[src/mi3_pkg.sv]
// Shared widths, payload words and divider stage records for the 3x3 inverse.
package mi3_pkg;

    localparam int M_W     = 16;   // Q8.8 matrix entry
    localparam int P_W     = 32;   // product of two entries
    localparam int C_W     = 33;   // cofactor, Q17.16
    localparam int DP_W    = 48;   // entry times cofactor
    localparam int DET_W   = 50;   // determinant, Q26.24, signed
    localparam int DMAG_W  = 50;   // determinant magnitude
    localparam int NUM_W   = 57;   // cofactor magnitude shifted up by FRAC_SH
    localparam int Q_W     = 32;   // quotient bits
    localparam int CMP_W   = 83;   // compare width for shifted divisor
    localparam int FRAC_SH = 24;
    localparam int N_LANE  = 9;

    typedef struct packed {
        logic signed [M_W-1:0] m_r0_c0;
        logic signed [M_W-1:0] m_r0_c1;
        logic signed [M_W-1:0] m_r0_c2;
        logic signed [M_W-1:0] m_r1_c0;
        logic signed [M_W-1:0] m_r1_c1;
        logic signed [M_W-1:0] m_r1_c2;
        logic signed [M_W-1:0] m_r2_c0;
        logic signed [M_W-1:0] m_r2_c1;
        logic signed [M_W-1:0] m_r2_c2;
    } t_in_word;

    typedef struct packed {
        logic signed [Q_W-1:0] inv_r0_c0;
        logic signed [Q_W-1:0] inv_r0_c1;
        logic signed [Q_W-1:0] inv_r0_c2;
        logic signed [Q_W-1:0] inv_r1_c0;
        logic signed [Q_W-1:0] inv_r1_c1;
        logic signed [Q_W-1:0] inv_r1_c2;
        logic signed [Q_W-1:0] inv_r2_c0;
        logic signed [Q_W-1:0] inv_r2_c1;
        logic signed [Q_W-1:0] inv_r2_c2;
        logic                  singular;
    } t_out_word;

    typedef struct packed {
        logic [NUM_W-1:0] rem;
        logic [Q_W-1:0]   q;
        logic             neg;
        logic             ovf;
    } t_lane;

    typedef struct packed {
        logic                         singular;
        logic [DMAG_W-1:0]            dmag;
        t_lane [N_LANE-1:0]           lane;
    } t_div;

endpackage

[src/mi3_div_step.sv]
// One restoring-division bit for all nine lanes.
module mi3_div_step #(
    parameter int K = 0
) (
    input  logic          i_clk,
    input  logic          i_rst_n,
    input  logic          i_en,
    input  logic          i_valid,
    input  mi3_pkg::t_div i_div,
    output logic          o_valid,
    output mi3_pkg::t_div o_div
);
    import mi3_pkg::*;

    logic [CMP_W-1:0] w_dsh;
    t_div             n_div;

    assign w_dsh = CMP_W'(i_div.dmag) << K;

    always_comb begin
        n_div = i_div;
        for (int l = 0; l < N_LANE; l++) begin
            if (CMP_W'(i_div.lane[l].rem) >= w_dsh) begin
                n_div.lane[l].rem  = i_div.lane[l].rem - w_dsh[NUM_W-1:0];
                n_div.lane[l].q[K] = 1'b1;
            end
        end
    end

    always_ff @(posedge i_clk) begin
        if (!i_rst_n) begin
            o_valid <= 1'b0;
        end else if (i_en) begin
            o_valid <= i_valid;
        end
    end

    always_ff @(posedge i_clk) begin
        if (i_en) begin
            o_div <= n_div;
        end
    end
endmodule

[config.mk]
export PLATFORM = sky130hd
export DESIGN_NAME = mi3_div_step
export DESIGN_NICKNAME = d
export VERILOG_FILES = /design/src/mi3_pkg.sv /design/src/mi3_div_step.sv
export SDC_FILE = /design/constraint.sdc
export NUM_CORES = 2
export LEC_CHECK = 0
export ABC_AREA = 1
export BUFFER_PORTS_ARGS = -buffer_cell sky130_fd_sc_hd__buf_2
export CAP_MARGIN = 20
export CORE_AREA = 2 2 677 679
export CTS_CLUSTER_DIAMETER = 50
export CTS_CLUSTER_SIZE = 8
export DETAILED_ROUTE_END_ITERATION = 7
export DIE_AREA = 0 0 679 681
export PLACE_DENSITY = 0.3
export RECOVER_POWER = 50
export SETUP_SLACK_MARGIN = 0.05
export SKIP_CTS_REPAIR_TIMING = 1
export SLEW_MARGIN = 40
export SYNTH_ARGS = -nofsm -noshare
export SYNTH_HDL_FRONTEND = slang
export SYNTH_SLANG_ARGS = --single-unit
[constraint.sdc]
create_clock -name i_clk -period 2.8 [get_ports i_clk]
set_input_delay 0.28 -clock i_clk [delete_from_list [all_inputs] [get_ports i_clk]]
set_output_delay 0.28 -clock i_clk [all_outputs]
set_load 0.02 [all_outputs]
==> run_results.csv <==
group,metric,value,unit
worst_setup_path,startpoint_type,"primary input",
worst_hold_path,min_to,"o_div[763]",
die,start_util,17.1,%
clock_tree,worstSkewPairLatency,840,ps
power_and_ir_drop,clkPwrFrac,32.8,%
worst_setup_path,r2r_end,"o_valid",
timing,period_share,98.0,%
layout,drive_gt1_share,25.1,%
global_route,grt_max_degree,76,
routing,drt-initial-drc-count,6019,
worst_setup_path,worst_path_max_delay_cell,"ha_1",
timing,hold_violations,0,
logic_synthesis,ys_seq_area_share,33.6,%
routing,num_vias,93700,
timing,tightest_slew,1410,ps
logic_synthesis,yosys.area.top_type,"edfxtp_1",
worst_setup_path,crit_required,3480,ps
logic_synthesis,yosysTopAreaCellShare,33.5,%
worst_setup_path,end_kind,"register",
clock_tree,cts-root-buf,"clkbuf_16",
timing,setup_viol,0,
routing,drc,0,
clock_tree,cts_tree,"done",
worst_setup_path,cp-startpoint,"i_div[857]",
logic_synthesis,synth.top_cells.by_count,"nand2_1 (5822), inv_1 (2655), nor2_1 (963)",
run_status,status,"complete, no violations",
power_and_ir_drop,intPower,0.0378,W
power_and_ir_drop,switching_power,0.0234,W
global_route,grt_pass1_vias,90700,
global_route,grt_usage,24.4,%
logic_synthesis,synth_area,77900,um^2
placed_design,hpwl,520000,um
logic_synthesis,yosys_register_bits,871,
clock_tree,clock_path_buffers,4,
placed_design,gp_congestion,0.928,
timing,period_needed,2740,ps
layout,area_delta_synth_final,63.1,%
worst_hold_path,hold_class,"primary input to register",
global_route,grt_pass1_wl,766000,um
placed_design,port_buffers,1744,
timing,setup_slack,55.6,ps
worst_setup_path,timing.rr.start,"o_valid",
logic_synthesis,yosysMostFrequentCell,"nand2_1",
die,die_h,681,um
routing,dr.pass1.iters,6,
logic_synthesis,synth.area.top_cells,"edfxtp_1 (34%), nand2_1 (28%), inv_1 (13%), ha_1 (7.2%), nor2_1 (4.6%)",
worst_setup_path,path_cells,"clkbuf_1 > clkinv_2 > buf_12 > buf_4 > ha_1 > nand2_1 > nor2_1 > buf_4 > nand2_1 > nor2_1 > nand2_1 > nor2_1 > nor2_1 > nand2_1 > inv_2 > nand2_4 > buf_6 > nand3_1 > nand2_1",
worst_setup_path,r2r_cells,3,
timing,slew_viol_final,0,
routing,routed_via_density,3.95,
logic_synthesis,synthDistinctLibCells,34,
worst_setup_path,path_common_cell,"nand2_1",
clock_tree,clk_pin_slew,50,ps
worst_setup_path,cp_max_fo,14,
placed_design,post-place-ws,-922,ps
worst_setup_path,path_class,"primary input to register",
power_and_ir_drop,powerDensity,482,nW/um^2
power_and_ir_drop,power_frac_seq,28.8,%
worst_hold_path,hold_path_depth,3,
layout,nNetsFinal,18800,
clock_tree,clock_sinks,871,
timing,max_freq,364,MHz
die,floorplan.rows,248,
power_and_ir_drop,vdd_drop_max,392,uV
layout,fillers,52000,
power_and_ir_drop,p_leak,69.0,nW
logic_synthesis,synthFlopType,"edfxtp_1",
power_and_ir_drop,sw_frac_of_total,38.3,%
routing,wl,591000,um
timing,max_slew_margin,6.06,%
die,dieArea,462000,um^2
die,die_w,679,um
die,io_pins,1745,
logic_synthesis,ys_async_sr_fraction,0,%
logic_synthesis,synth-edff-count,870,
timing,rsz0062_at_grt,"false",
routing,detail-route-antenna-nets,0,
worst_hold_path,hold_start,"i_div[763]",
clock_tree,htree_num_levels,4,
run,maxCapViolCount,0,
worst_setup_path,cp_num_buf_inv,7,
global_route,gr-total-overflow,0,
logic_synthesis,syn-num-nets,13700,
timing,finalSetupTns,0,ps
worst_setup_path,critPathTopFamily,"simple AND/OR/NAND/NOR gates",
power_and_ir_drop,comb_power_share,38.4,%
worst_setup_path,arrival,3420,ps
global_route,antenna_found_initial,138,
logic_synthesis,syn_inst,12400,
logic_synthesis,synth.avg_cell_area,6.28,um^2
routing,wl_per_cell,24.9,um
logic_synthesis,yosysWarningCount,0,
die,core_area,455000,um^2
clock_tree,cts_buffers,173,
worst_setup_path,max_stage_delay,330,ps
timing,skew,0,ps
worst_setup_path,r2r_slack,1610,ps
-- placed cells by master (no fill, tap or decap), types with 79 or more instances in the layout --
master	netlist	routed
diode_2	0	89
inv_1	2655	2606
clkbuf_16	0	175
edfxtp_1	870	870
nor2_1	963	963
nand2_1	5822	5822
ha_1	450	449
nand4_1	79	79
nand3b_1	154	154
clkbuf_1	0	229
a21oi_1	205	205
buf_2	1	1557
buf_12	0	130
dlygate4sd3_1	0	866
buf_4	45	2248
nand3_1	498	497
xor2_1	242	242
-- worst register-to-register path, cell delays in order, from the launching register on --
cell and delay, ps:
dfxtp_1 310, o21ai_0 160, a21oi_1 60, dlygate4sd3_1 550
-- registers in the layout (all words and copies together), names as in the netlist --
| signal | cells |
|---|---|
| o_div | 870 |
| o_valid | 1 |
-- logic make-up after synthesis --
family | share of synthesized area, %
and+or+nand+nor | 39.4
adders and majority gates | 7.46
buffers and inverters | 14.1
xor gates and xnor gates | 2.92
AOI/OAI and AO/OA | 2.55
DFF | 33.6
-- how the worst max path moves through the flow --
| stage | cells after the start | slack (ps) | endpoint |
|---|---|---|---|
| floorplan | 14 | 640 | o_div[532] |
| global placement | 19 | -970 | o_div[348] |
| detailed placement | 19 | -920 | o_div[348] |
| CTS | 19 | -7 | o_div[348] |
| global route | 16 | 50 | o_div[344] |
| finish | 19 | 60 | o_div[344] |
-- power by group through the flow --
stage	Clock [W]	Sequential (W)	Combinational, W
finish	0.0201	0.0176	0.0235
global route	0.0212	0.0177	0.0253
CTS	0.0207	0.0177	0.0229
detailed placement	0	0.0179	0.0228
global placement	0	0.0180	0.0229
floorplan	0	0.0191	0.00755
-- metal layers --
metal	vias to the layer above	track usage, %	part of all wire, %
met1	42900	27.5	40
met4	40	10.8	5.1
li1	47700	-	-
met5	-	0	0.039
met2	2331	45.6	51
met3	665	3.12	3.3
-- area by class of cell --
cell class              count  area, um^2  share of cell area, %
flip-flops and latches    871       26100                   20.6
inverters                2690       10200                   8.01
clock inverters            91         888                  0.700
diodes                     89         223                  0.175
multi-input cells        8745       40800                   32.1
well taps                6000        7510                   5.91
repair buffers           5031       36800                   29.0
clock buffers             194        4450                   3.50
-- metrics by stage --
step / cells / power, W / instance area (um^2) / hold WS [ps] / util [%]
2_1_floorplan: 12400 / 0.0267 / 77900 / 373 / -
4_1_cts: 22800 / 0.0613 / 119000 / -577 / 26.1
3_3_place_gp: 22500 / 0.0408 / 113000 / 457 / 24.9
6_report: 23700 / 0.0612 / 127000 / 28.4 / 27.9
5_1_grt: 23700 / 0.0642 / 127000 / 3.62 / 27.9
3_5_place_dp: 22500 / 0.0406 / 113000 / 458 / 24.9
Power figures use the tool's default switching activity.
